`src/hdl/assert_macros.svh`:
```
// Assertion shorthands shared by the colormap RTL.
// Each expects clk and rst_n in the enclosing module.
`ifndef ASSERT_MACROS_SVH
`define ASSERT_MACROS_SVH

// Plain property, sampled on clk, off while in reset.
`define CHK_ASSERT(label, prop, msg) \
  label: assert property (@(posedge clk) disable iff (!rst_n) (prop)) \
    else $error(msg);

// Same-cycle implication, sampled on clk, off while in reset.
`define CHK_IMPLY(label, pre, post, msg) \
  label: assert property (@(posedge clk) disable iff (!rst_n) (pre) |-> (post)) \
    else $error(msg);

`endif

```
`src/hdl/chsl_pkg.sv`:
```
package chsl_pkg;

  // Default geometry of the block
  localparam int VALUE_WIDTH_DEF = 16;
  localparam int COLOR_BITS_DEF  = 8;

  // Range register
  localparam int              RANGE_W     = 15;
  localparam logic [RANGE_W-1:0] RANGE_RESET = 15'd2560;

  // Mapped value v is Q0.16, one is 2^16
  localparam int FRAC_W = 16;
  localparam logic [FRAC_W:0] ONE_Q = {1'b1, {FRAC_W{1'b0}}};

  // Divider: quotient bits resolved per pipeline stage
  localparam int DIV_BITS_PER_STAGE = 2;
  localparam int DIV_STAGES         = FRAC_W / DIV_BITS_PER_STAGE;

  // Hue sectors of 60 degrees each
  typedef enum logic [2:0] {
    SEC_RED_YEL = 3'd0,
    SEC_YEL_GRN = 3'd1,
    SEC_GRN_CYN = 3'd2,
    SEC_CYN_BLU = 3'd3,
    SEC_BLU_MAG = 3'd4,
    SEC_MAG_RED = 3'd5
  } hue_sector_t;

  // Beat travelling through the divider stages
  typedef struct packed {
    logic              clamp_zero;
    logic              clamp_one;
    logic [FRAC_W-1:0] rem;
    logic [FRAC_W-1:0] div;
    logic [FRAC_W-1:0] quo;
  } chsl_div_t;

endpackage

```
`src/hdl/chsl_map.sv`:
```
`include "assert_macros.svh"

module chsl_map #(
  parameter int VALUE_WIDTH = chsl_pkg::VALUE_WIDTH_DEF
) (
  input  logic                          clk,
  input  logic                          rst_n,
  input  logic                          en,
  input  logic                          valid_in,
  input  logic [VALUE_WIDTH-1:0]        scalar_value,
  input  logic [chsl_pkg::RANGE_W-1:0]  color_range,
  output logic                          valid_out,
  output chsl_pkg::chsl_div_t           data_out
);
  import chsl_pkg::*;

  localparam int NUM_W = ((VALUE_WIDTH > FRAC_W) ? VALUE_WIDTH : FRAC_W) + 1;

  logic [RANGE_W-1:0] rng;
  logic [FRAC_W-1:0]  dvsr;
  logic [NUM_W-1:0]   val_ext;
  logic [NUM_W-1:0]   rng_ext;
  logic [NUM_W-1:0]   dvsr_ext;
  logic [NUM_W-1:0]   num;
  logic               num_neg;
  chsl_div_t          data_nxt;
  logic               valid_r;
  chsl_div_t          data_r;

  always_comb begin
    // zero range behaves as the smallest legal range
    rng      = (color_range == '0) ? RANGE_W'(1) : color_range;
    dvsr     = {rng, 1'b0};
    val_ext  = {{(NUM_W-VALUE_WIDTH){scalar_value[VALUE_WIDTH-1]}}, scalar_value};
    rng_ext  = {{(NUM_W-RANGE_W){1'b0}}, rng};
    dvsr_ext = {{(NUM_W-FRAC_W){1'b0}}, dvsr};
    num      = rng_ext + val_ext;
    num_neg  = num[NUM_W-1];

    data_nxt.clamp_zero = num_neg || (num == '0);
    data_nxt.clamp_one  = !num_neg && (num >= dvsr_ext);
    data_nxt.div        = dvsr;
    data_nxt.quo        = '0;
    // clamped beats carry a dead remainder
    if (data_nxt.clamp_zero || data_nxt.clamp_one) begin
      data_nxt.rem = '0;
    end else begin
      data_nxt.rem = num[FRAC_W-1:0];
    end
  end

  always_ff @(posedge clk) begin
    if (!rst_n) begin
      valid_r <= 1'b0;
    end else if (en) begin
      valid_r <= valid_in;
    end
  end

  always_ff @(posedge clk) begin
    if (en) begin
      data_r <= data_nxt;
    end
  end

  assign valid_out = valid_r;
  assign data_out  = data_r;

  `CHK_IMPLY(a_clamp_excl, valid_r, !(data_r.clamp_zero && data_r.clamp_one), "both clamps set")

endmodule

```
`src/hdl/chsl_div_step.sv`:
```
`include "assert_macros.svh"

module chsl_div_step (
  input  logic                clk,
  input  logic                rst_n,
  input  logic                en,
  input  logic                valid_in,
  input  chsl_pkg::chsl_div_t data_in,
  output logic                valid_out,
  output chsl_pkg::chsl_div_t data_out
);
  import chsl_pkg::*;

  chsl_div_t data_nxt;
  logic      valid_r;
  chsl_div_t data_r;

  // Restoring division, a few quotient bits per stage
  always_comb begin
    logic [FRAC_W+1:0] trial;
    logic              ge;
    data_nxt = data_in;
    for (int i = 0; i < DIV_BITS_PER_STAGE; i++) begin
      trial = {1'b0, data_nxt.rem, 1'b0} - {2'b00, data_nxt.div};
      ge    = !trial[FRAC_W+1];
      if (ge) begin
        data_nxt.rem = trial[FRAC_W-1:0];
      end else begin
        data_nxt.rem = {data_nxt.rem[FRAC_W-2:0], 1'b0};
      end
      data_nxt.quo = {data_nxt.quo[FRAC_W-2:0], ge};
    end
  end

  always_ff @(posedge clk) begin
    if (!rst_n) begin
      valid_r <= 1'b0;
    end else if (en) begin
      valid_r <= valid_in;
    end
  end

  always_ff @(posedge clk) begin
    if (en) begin
      data_r <= data_nxt;
    end
  end

  assign valid_out = valid_r;
  assign data_out  = data_r;

  `CHK_IMPLY(a_rem_below_div, valid_r && !data_r.clamp_zero && !data_r.clamp_one, data_r.rem < data_r.div, "remainder not below divisor")

endmodule

```
`src/hdl/chsl_color.sv`:
```
`include "assert_macros.svh"

module chsl_color #(
  parameter int COLOR_BITS = chsl_pkg::COLOR_BITS_DEF
) (
  input  logic                  clk,
  input  logic                  rst_n,
  input  logic                  en,
  input  logic                  valid_in,
  input  chsl_pkg::chsl_div_t   data_in,
  output logic                  valid_out,
  output logic [COLOR_BITS-1:0] red,
  output logic [COLOR_BITS-1:0] green,
  output logic [COLOR_BITS-1:0] blue
);
  import chsl_pkg::*;

  localparam int HUE_W  = FRAC_W + 3;
  localparam int CP_W   = FRAC_W + 1 + COLOR_BITS + 1;
  localparam int PROD_W = 2 * (FRAC_W + 1);
  localparam int XP_W   = PROD_W + COLOR_BITS + 1;

  // stage 1: v, sector, triangle
  logic [FRAC_W:0]   v_nxt;
  logic [FRAC_W:0]   inv;
  logic [HUE_W-1:0]  hue;
  logic [FRAC_W-1:0] frac;
  logic [FRAC_W:0]   t_nxt;
  hue_sector_t       sector_nxt;
  logic              s1_valid_r;
  logic [FRAC_W:0]   s1_v_r;
  logic [FRAC_W:0]   s1_t_r;
  hue_sector_t       s1_sector_r;

  // stage 2: v*t and rounded chroma
  logic [CP_W-1:0]       cprod;
  logic                  s2_valid_r;
  logic [PROD_W-1:0]     s2_prod_r;
  logic [COLOR_BITS-1:0] s2_c_r;
  hue_sector_t           s2_sector_r;

  // stage 3: rounded secondary, channel routing
  logic [XP_W-1:0]       xprod;
  logic [COLOR_BITS-1:0] x_val;
  logic [COLOR_BITS-1:0] red_nxt;
  logic [COLOR_BITS-1:0] green_nxt;
  logic [COLOR_BITS-1:0] blue_nxt;
  logic                  s3_valid_r;
  logic [COLOR_BITS-1:0] red_r;
  logic [COLOR_BITS-1:0] green_r;
  logic [COLOR_BITS-1:0] blue_r;

  always_comb begin
    if (data_in.clamp_one) begin
      v_nxt = ONE_Q;
    end else if (data_in.clamp_zero) begin
      v_nxt = '0;
    end else begin
      v_nxt = {1'b0, data_in.quo};
    end
    inv        = ONE_Q - v_nxt;
    hue        = {inv, 2'b00};
    sector_nxt = hue_sector_t'(hue[HUE_W-1:FRAC_W]);
    frac       = hue[FRAC_W-1:0];
    // fold odd sectors back down
    if (hue[FRAC_W]) begin
      t_nxt = ONE_Q - {1'b0, frac};
    end else begin
      t_nxt = {1'b0, frac};
    end
  end

  always_comb begin
    cprod = CP_W'({s1_v_r, {COLOR_BITS{1'b0}}}) - CP_W'(s1_v_r)
          + (CP_W'(1) << (FRAC_W - 1));
  end

  always_comb begin
    xprod = XP_W'({s2_prod_r, {COLOR_BITS{1'b0}}}) - XP_W'(s2_prod_r)
          + (XP_W'(1) << (2 * FRAC_W - 1));
    x_val = xprod[2*FRAC_W +: COLOR_BITS];
    case (s2_sector_r)
      SEC_RED_YEL: begin
        red_nxt = s2_c_r; green_nxt = x_val;  blue_nxt = '0;
      end
      SEC_YEL_GRN: begin
        red_nxt = x_val;  green_nxt = s2_c_r; blue_nxt = '0;
      end
      SEC_GRN_CYN: begin
        red_nxt = '0;     green_nxt = s2_c_r; blue_nxt = x_val;
      end
      SEC_CYN_BLU: begin
        red_nxt = '0;     green_nxt = x_val;  blue_nxt = s2_c_r;
      end
      SEC_BLU_MAG: begin
        red_nxt = x_val;  green_nxt = '0;     blue_nxt = s2_c_r;
      end
      SEC_MAG_RED: begin
        red_nxt = s2_c_r; green_nxt = '0;     blue_nxt = x_val;
      end
      default: begin
        red_nxt = '0;     green_nxt = '0;     blue_nxt = '0;
      end
    endcase
  end

  always_ff @(posedge clk) begin
    if (!rst_n) begin
      s1_valid_r <= 1'b0;
      s2_valid_r <= 1'b0;
      s3_valid_r <= 1'b0;
    end else if (en) begin
      s1_valid_r <= valid_in;
      s2_valid_r <= s1_valid_r;
      s3_valid_r <= s2_valid_r;
    end
  end

  always_ff @(posedge clk) begin
    if (en) begin
      s1_v_r      <= v_nxt;
      s1_t_r      <= t_nxt;
      s1_sector_r <= sector_nxt;
      s2_prod_r   <= s1_v_r * s1_t_r;
      s2_c_r      <= cprod[FRAC_W +: COLOR_BITS];
      s2_sector_r <= s1_sector_r;
      red_r       <= red_nxt;
      green_r     <= green_nxt;
      blue_r      <= blue_nxt;
    end
  end

  assign valid_out = s3_valid_r;
  assign red       = red_r;
  assign green     = green_r;
  assign blue      = blue_r;

  `CHK_IMPLY(a_blue_mag_only_at_zero, s1_valid_r && (s1_sector_r == SEC_BLU_MAG), s1_v_r == '0, "sector four with nonzero v")

endmodule

```
`src/hdl/curvature_hsl_colormap_unit.sv`:
```
// Channel | Ports                                   | Handshake
// --------+-----------------------------------------+---------------------------
// in      | in_scalar_value                         | in_valid / in_stall
// out     | out_red, out_green, out_blue            | out_valid / out_stall
// cfg     | cfg_write_data                          | cfg_write_en, no wait
//
// One beat per clock in steady state while out is not stalled; a result passes
// through 1 range/clamp stage, 8 divider stages of 2 quotient bits each and 3
// color stages ending in the output register. Most stages belong to the
// restoring divider that forms v = num / (2*range).
// Reset is synchronous, active low; it clears all valid bits and loads the
// range register with 10.0 (Q7.8).
// A stall on out while out_valid is high freezes every stage at once; in_stall follows it directly.
`include "assert_macros.svh"

module curvature_hsl_colormap_unit #(
  parameter int VALUE_WIDTH = chsl_pkg::VALUE_WIDTH_DEF,
  parameter int COLOR_BITS  = chsl_pkg::COLOR_BITS_DEF
) (
  input  logic                         clk,
  input  logic                         rst_n,
  // input channel
  input  logic                         in_valid,
  output logic                         in_stall,
  input  logic [VALUE_WIDTH-1:0]       in_scalar_value,
  // result channel
  output logic                         out_valid,
  input  logic                         out_stall,
  output logic [COLOR_BITS-1:0]        out_red,
  output logic [COLOR_BITS-1:0]        out_green,
  output logic [COLOR_BITS-1:0]        out_blue,
  // configuration
  input  logic                         cfg_write_en,
  input  logic [chsl_pkg::RANGE_W-1:0] cfg_write_data
);
  import chsl_pkg::*;

  logic [RANGE_W-1:0]  color_range_r;
  logic                adv;
  logic [DIV_STAGES:0] div_valid;
  chsl_div_t           div_data [DIV_STAGES+1];

  // Range register; user must write only while the pipe is empty, not enforced
  always_ff @(posedge clk) begin
    if (!rst_n) begin
      color_range_r <= RANGE_RESET;
    end else if (cfg_write_en) begin
      color_range_r <= cfg_write_data;
    end
  end

  // Advance the whole pipe unless the output beat is held
  assign adv      = !(out_valid && out_stall);
  assign in_stall = !adv;

  // Offset the scalar by the range, decide the clamps, seed the divider
  chsl_map #(
    .VALUE_WIDTH (VALUE_WIDTH)
  ) u_map (
    .clk          (clk),
    .rst_n        (rst_n),
    .en           (adv),
    .valid_in     (in_valid),
    .scalar_value (in_scalar_value),
    .color_range  (color_range_r),
    .valid_out    (div_valid[0]),
    .data_out     (div_data[0])
  );

  // Divider stages: each resolves a couple of quotient bits of v
  for (genvar s = 0; s < DIV_STAGES; s++) begin : g_div
    chsl_div_step u_step (
      .clk       (clk),
      .rst_n     (rst_n),
      .en        (adv),
      .valid_in  (div_valid[s]),
      .data_in   (div_data[s]),
      .valid_out (div_valid[s+1]),
      .data_out  (div_data[s+1])
    );
  end

  // Hue sector, chroma and secondary component, then the output register
  chsl_color #(
    .COLOR_BITS (COLOR_BITS)
  ) u_color (
    .clk       (clk),
    .rst_n     (rst_n),
    .en        (adv),
    .valid_in  (div_valid[DIV_STAGES]),
    .data_in   (div_data[DIV_STAGES]),
    .valid_out (out_valid),
    .red       (out_red),
    .green     (out_green),
    .blue      (out_blue)
  );

  // Hold every divider valid bit across a stalled cycle
  `CHK_ASSERT(a_pipe_hold, !adv |=> $stable(div_valid), "divider pipe moved during stall")

endmodule
```
`config.mk`:
```
export PLATFORM = sky130hd
export DESIGN_NAME = curvature_hsl_colormap_unit
export DESIGN_NICKNAME = d
export VERILOG_FILES = /design/src/hdl/chsl_pkg.sv /design/src/hdl/chsl_map.sv /design/src/hdl/chsl_div_step.sv /design/src/hdl/chsl_color.sv /design/src/hdl/curvature_hsl_colormap_unit.sv
export VERILOG_INCLUDE_DIRS = /design/src /design/src/hdl
export SDC_FILE = /design/constraint.sdc
export NUM_CORES = 2
export LEC_CHECK = 0
export BUFFER_PORTS_ARGS = -buffer_cell sky130_fd_sc_hd__buf_2
export CORE_MARGIN = 8
export CORE_UTILIZATION = 55
export CTS_BUF_LIST = sky130_fd_sc_hd__clkbuf_8 sky130_fd_sc_hd__clkbuf_16
export DETAILED_ROUTE_END_ITERATION = 12
export GPL_ROUTABILITY_DRIVEN = 0
export HOLD_SLACK_MARGIN = 0.12
export PLACE_DENSITY = 0.71
export SLEW_MARGIN = 20
export SYNTH_ARGS = -nofsm -noshare
export SYNTH_HDL_FRONTEND = slang
export SYNTH_SLANG_ARGS = --single-unit
```
`constraint.sdc`:
```
create_clock -name clk -period 28.7 [get_ports clk]
set_clock_uncertainty 0.2 [all_clocks]
set_input_delay 5.74 -clock clk [delete_from_list [all_inputs] [get_ports clk]]
set_output_delay 5.74 -clock clk [all_outputs]
set_load 0.005 [all_outputs]
```
== Word level (Yosys, flattened, before mapping) ==
Index checks and enable logic that the tools add are counted.

* Bits in latches: 0
* Output and inout port bits: 26
* Register bits after elaboration: 471
* Logic and storage cells: 154
* Bits in read-only memories: 0
* Input port bits: 36
* RAM bits: 0
* Memories kept: 0

* Bitwise logic cells: 0
* Reductions and logical operators: 30
* Multiplexer cells: 22
* Magnitude comparators: 1
* Div/mod/pow operators: 0
* Add/subtract/negate cells: 23
* Equal/unequal tests: 5
* Shifts and indexed selects: 0
* $mul: 1

{| class="wikitable"
|+ Operator list
! cell !! number
|-
| 17-bit by 16-bit subtractor with 18-bit output || 16
|-
| 16-bit 2-to-1 mux || 17
|-
| 8-bit one-hot mux with 2 select lines || 3
|-
| 40-bit by 32-bit adder with 40-bit output, second input constant || 1
|-
| 40-bit by 34-bit subtractor with 40-bit output || 1
|-
| 17-bit by 17-bit multiplier with 34-bit output || 1
|-
| 24-bit by 16-bit adder with 24-bit output, second input constant || 1
|-
| 24-bit by 17-bit subtractor with 24-bit output || 1
|-
| 16-bit by 16-bit adder with 17-bit output || 1
|-
| 17-bit by 16-bit greater-or-equal comparator with 1-bit output || 1
|-
| 1-bit zero test || 17
|-
| 17-bit zero test || 1
|-
| 17-bit 2-to-1 mux || 1
|-
| 17-bit by 16-bit subtractor with 17-bit output, first input constant || 1
|-
| 17-bit subtractor, first input constant || 1
|-
| 15-bit zero test || 1
|-
| 15-bit 2-to-1 mux || 1
|-
| 2-bit OR reduction || 6
|-
| 3-bit by 2-bit == test with 1-bit output, second input constant || 2
|-
| 3-bit == test, second input constant || 2
|-
| 3-bit by 1-bit == test with 1-bit output, second input constant || 1
|-
| 3-bit zero test || 1
|-
| 1-bit logical AND || 2
|-
| 1-bit logical OR || 2
|}

== Logic depth before layout (Yosys ltp) ==
* Word-level depth: 6
* Gate-level depth with buffers: 24
* Mapped depth without buffers: 23

== Cells and area by module ==
A second synthesis with hierarchy kept.

* Cell total of the unflattened synthesis: 4367
* Area total of the unflattened synthesis: 45801.4 µm²

{| class="wikitable"
|+ Modules (own cells, without submodules)
! module !! area each (µm²) !! cells an instance !! instances !! sequential area each (µm²)
|-
| chsl_div_step (g_div[3].u_step ...) || 3369.5 || 292 || 5 || 1521.5
|-
| chsl_color || 15257.1 || 1628 || 1 || 3093.0
|-
| chsl_div_step (g_div[0].u_step ...) || 3419.5 || 319 || 2 || 1521.5
|-
| chsl_div_step (g_div[2].u_step) || 3638.5 || 322 || 1 || 1521.5
|-
| chsl_map || 2637.5 || 269 || 1 || 1011.0
|-
| curvature_hsl_colormap_unit || 581.8 || 50 || 1 || 300.3
|}

== Least setup slack after synthesis ==
Ideal clock, no wire load.

* Path kind: in2reg
* From: in out_stall
* To: reg g_div[0].u_step.data_r, in the netlist g_div[0].u_step.data_out[0] (enable)
* Setup slack: 9.868 ns
* Stages: 2
* Arrival: 17.666 ns
* Library setup time: 0.965 ns
* Path buffers: 1
* Cell sequence: nand2_1 clkbuf_1

* Cells in the longest elaborated chain, start to end: 1

{| class="wikitable"
|+ Ends and longest elaborated chain
! element !! line !! text
|-
| start, declared || curvature_hsl_colormap_unit.sv:28 || <nowiki>input logic out_stall,</nowiki>
|-
| 1-bit logical AND || curvature_hsl_colormap_unit.sv:53 || <nowiki>assign adv = !(out_valid && out_stall);</nowiki>
|-
| end signal, assigned || chsl_div_step.sv:45 || <nowiki>data_r <= data_nxt;</nowiki>
|-
| end, declared || chsl_div_step.sv:16 || <nowiki>chsl_div_t data_r;</nowiki>
|}

No other way between the ends.
A chain may end at the register's enable or synchronous reset.

== Final worst setup path ==
* From: in out_stall
* To: out in_stall

* Cells in the longest elaborated chain, start to end: 1

{| class="wikitable"
|+ Ends and longest elaborated chain
! element !! line !! text
|-
| 1-bit logical AND || curvature_hsl_colormap_unit.sv:53 ||
|-
| end, declared || curvature_hsl_colormap_unit.sv:24 || <nowiki>output logic in_stall,</nowiki>
|}

No other way between the ends.

==> flow_summary_export.csv <==
group,metric,value,unit
final_layout,multiInputGateArea,0.0231,mm^2
die,die-height,281,um
timing,rsz0062_at_grt,"false",
clock_tree,cts_hold_repair.buffers,0,
placed_design,dp_hpwl,60.7,mm
timing,period_share,0.451,
synth,synth_edf_count,432,
clock_tree,clockBufferDepth,3,
timing,worst_pin_slew,1.09,ns
clock_tree,cts_root_buf,"clkbuf_16",
timing,setup_viol,0,
clock_tree,clk_latency,0.59,ns
grt,antenna_found_initial,0,
route,num_vias,27100,
synth,yosysSeqAreaShare,0.349,
clock_tree,cts_tree,"done",
timing,hold_viol,0,
setup_path,critPathMaxStageDelay,0.53,ns
grt,grt_overflow,0,
final_layout,fillers,5876,
synth,ys_ff_latch,459,
synth,synth_area_per_cell,10.3,um^2
placed_design,place_area,0.0400,mm^2
grt,grt_pass1_vias,27800,
worst_hold_path,holdCritStartpoint,"g_div[5].u_step.data_out[9]",
setup_path,crit_type,"input port to output port",
job,drv_cap,0,
timing,finalMaxSlewViolations,0,
synth,yosys_warnings,0,
clock_tree,clk_pin_slew,0.06,ns
setup_path,worst-path-max-fanout,59,
setup_path,critPathSlowestCell,"nand2_4",
timing,max_slew_margin,0.274,
synth,synth_top_area_frac,0.335,
clock_tree,cts_setup_buffers,0,
setup_path,r2r_cells,19,
die,die_w,281,um
setup_path,timing.rr.end,"u_color.s2_prod_r[30]",
clock_tree,post_cts_resized,0,
worst_hold_path,hold_depth,0,
worst_hold_path,hold_path_end,"g_div[6].u_step.data_out[11]",
grt,grt.total_usage,0.203,
route,drc_errors,0,
setup_path,crit_arrival,7.01,ns
synth,synth_cell_types,84,
route,drtAntennaViolNets,0,
synth,synth_area_leaders,"edfxtp_1 34%, ha_1 14%, fa_1 11%",
final_layout,final_cell_mix,"461 x inv_1, 442 x ha_1, 432 x edfxtp_1",
grt,grt_pass1_wl,133,mm
synth,synth_ff_type,"edfxtp_1",
die,core-area,0.0698,mm^2
setup_path,cp.required,22.76,ns
clock_tree,clock_sinks,459,
setup_path,critPathBufInv,3,
synth,netlist_instances,3769,
synth,yosysTopAreaCell,"edfxtp_1",
setup_path,cp_top_family,"buffers and inverters",
timing,min_period,12.95,ns
setup_path,reg2reg_setup_slack,20.99,ns
timing,totalNegativeSetupSlack,0,ns
final_layout,final_nets,4490,
final_layout,n_antenna_cell,0,
synth,synth_nets,4451,
clock_tree,cts_buffers,51,
final_layout,areaGrowthSynthToFinish,7.80,%
die,fp-row-count,97,
final_layout,final_common_cell,"inv_1",
die,start_util,0.554,
placed_design,numPortBuffers,61,
setup_path,critPathLaunchType,"input port",
route,drt-total-wl,80.0,mm
setup_path,crit_path_end_kind,"output port",
clock_tree,htreeDepth,2,
die,ios,62,
final_layout,finalInstanceArea,0.0417,mm^2
route,viasPerCell,5.66,
run_status,status,"complete, no violations",
final_layout,drive_gt1_frac,0.0847,
final_layout,seqCellArea,0.0135,mm^2
worst_hold_path,min_path_type,"flip-flop to flip-flop",
die,die-area,0.0791,mm^2
timing,fmax,0.0772,GHz
route,first_pass_iters,6,
setup_path,crit_top_cell,"buf_2",
route,drtIter0Drc,1273,
grt,grt_start_max_net_pins,172,
setup_path,path_cells,"buf_2, nand2_4, inv_1, buf_2",
setup_path,worst_r2r_startpoint,"u_color.s1_v_r[10]",
synth,synth_area,0.0387,mm^2
route,wire_per_inst,16.7,um
synth,async_flop_share,0,
[worst reg2reg max path: stages (launching register included)]
cell       delay [ns]
edfxtp_1         1.01
nand2_1          0.21
fa_1             0.57
fa_1             0.55
inv_1            0.05
fa_1             0.50
inv_1            0.06
fa_1             0.54
inv_1            0.05
fa_1             0.45
fa_1             0.39
ha_1             0.40
a2111oi_0        0.72
a211oi_1         0.19
a2bb2oi_1        0.31
a31o_2           0.23
a2111oi_0        0.13
o21ai_0          0.20
or4b_2           0.59
o311ai_0         0.14
[area by class of cell]
type                            count  area share
Timing Repair Buffer               79      0.0112
Clock inverter                     40     0.00945
Sequential cell                   459       0.324
Multi-Input combinational cell   2763       0.554
Tap cell                          940      0.0282
Inverter                          454      0.0409
Clock buffer                       54      0.0324
[kinds of logic after synthesis]
kind of cell | after synthesis | synth area share
adder cells (fa/ha/maj) | 646 | 0.248
flip-flops | 459 | 0.349
XOR/XNOR | 216 | 0.0489
AO/OA/AOI/OAI | 757 | 0.130
AND/OR/NAND/NOR | 992 | 0.125
buffers and inverters | 547 | 0.0538
multiplexers | 152 | 0.0447
[Yosys cell counts, types with 47 or more instances]
master / count
nand2b_1: 47
fa_1: 204
and2_1: 152
a21oi_1: 189
nand2_1: 302
o21ai_0: 151
mux2_2: 117
o21a_1: 71
xnor2_1: 134
clkbuf_1: 82
inv_1: 454
a21o_1: 81
nor2b_1: 53
nor2_1: 222
xor2_1: 82
nor3_1: 61
edfxtp_1: 432
ha_1: 442
[per-layer routing]
layer / global-route usage / share of wire / routed length, um
met3: 0.0345 / 0.052 / 4190
met5: 0 / 0 / 0
met4: 0.0732 / 0.036 / 2890
met1: 0.244 / 0.42 / 33900
met2: 0.363 / 0.49 / 39100
[metrics by stage]
stage / util / worst slack [ns] / cells / hold slack [ns]
floorplan: - / 9.87 / 3769 / 0.200
global placement: 0.573 / 15.74 / 4695 / 0.201
detailed placement: 0.573 / 15.73 / 4695 / 0.205
CTS: 0.598 / 15.73 / 4789 / 0.218
global route: 0.598 / 15.63 / 4789 / 0.225
finish: 0.598 / 15.75 / 4789 / 0.217
[state kept, by name, indices dropped and copies added, names as in the netlist]
signal,count
color_range_r,15
g_div.u_step.data_out,298
g_div.u_step.valid_out,8
u_color.blue,8
u_color.green,8
u_color.red,8
u_color.s1_sector_r,3
u_color.s1_t_r,15
u_color.s1_v_r,16
u_color.s1_valid_r,1
u_color.s2_c_r,8
u_color.s2_prod_r,32
u_color.s2_sector_r,3
u_color.s2_valid_r,1
u_color.valid_out,1
u_map.data_out,33
u_map.valid_out,1
[worst max path at each step]
stage / start / to / cells past startpoint / slack, ns
after floorplan: out_stall / g_div[0].u_step.data_out[0] / 2 / 9.87
final: out_stall / in_stall / 4 / 15.75
after global placement: out_stall / in_stall / 4 / 15.74
after global routing: out_stall / in_stall / 4 / 15.63
after detailed placement: out_stall / in_stall / 4 / 15.73
after CTS: out_stall / in_stall / 4 / 15.73
Power is left out: the tool's default activity adds up to more than one toggle a clock period on the data nets, which glitch-free logic cannot reach.
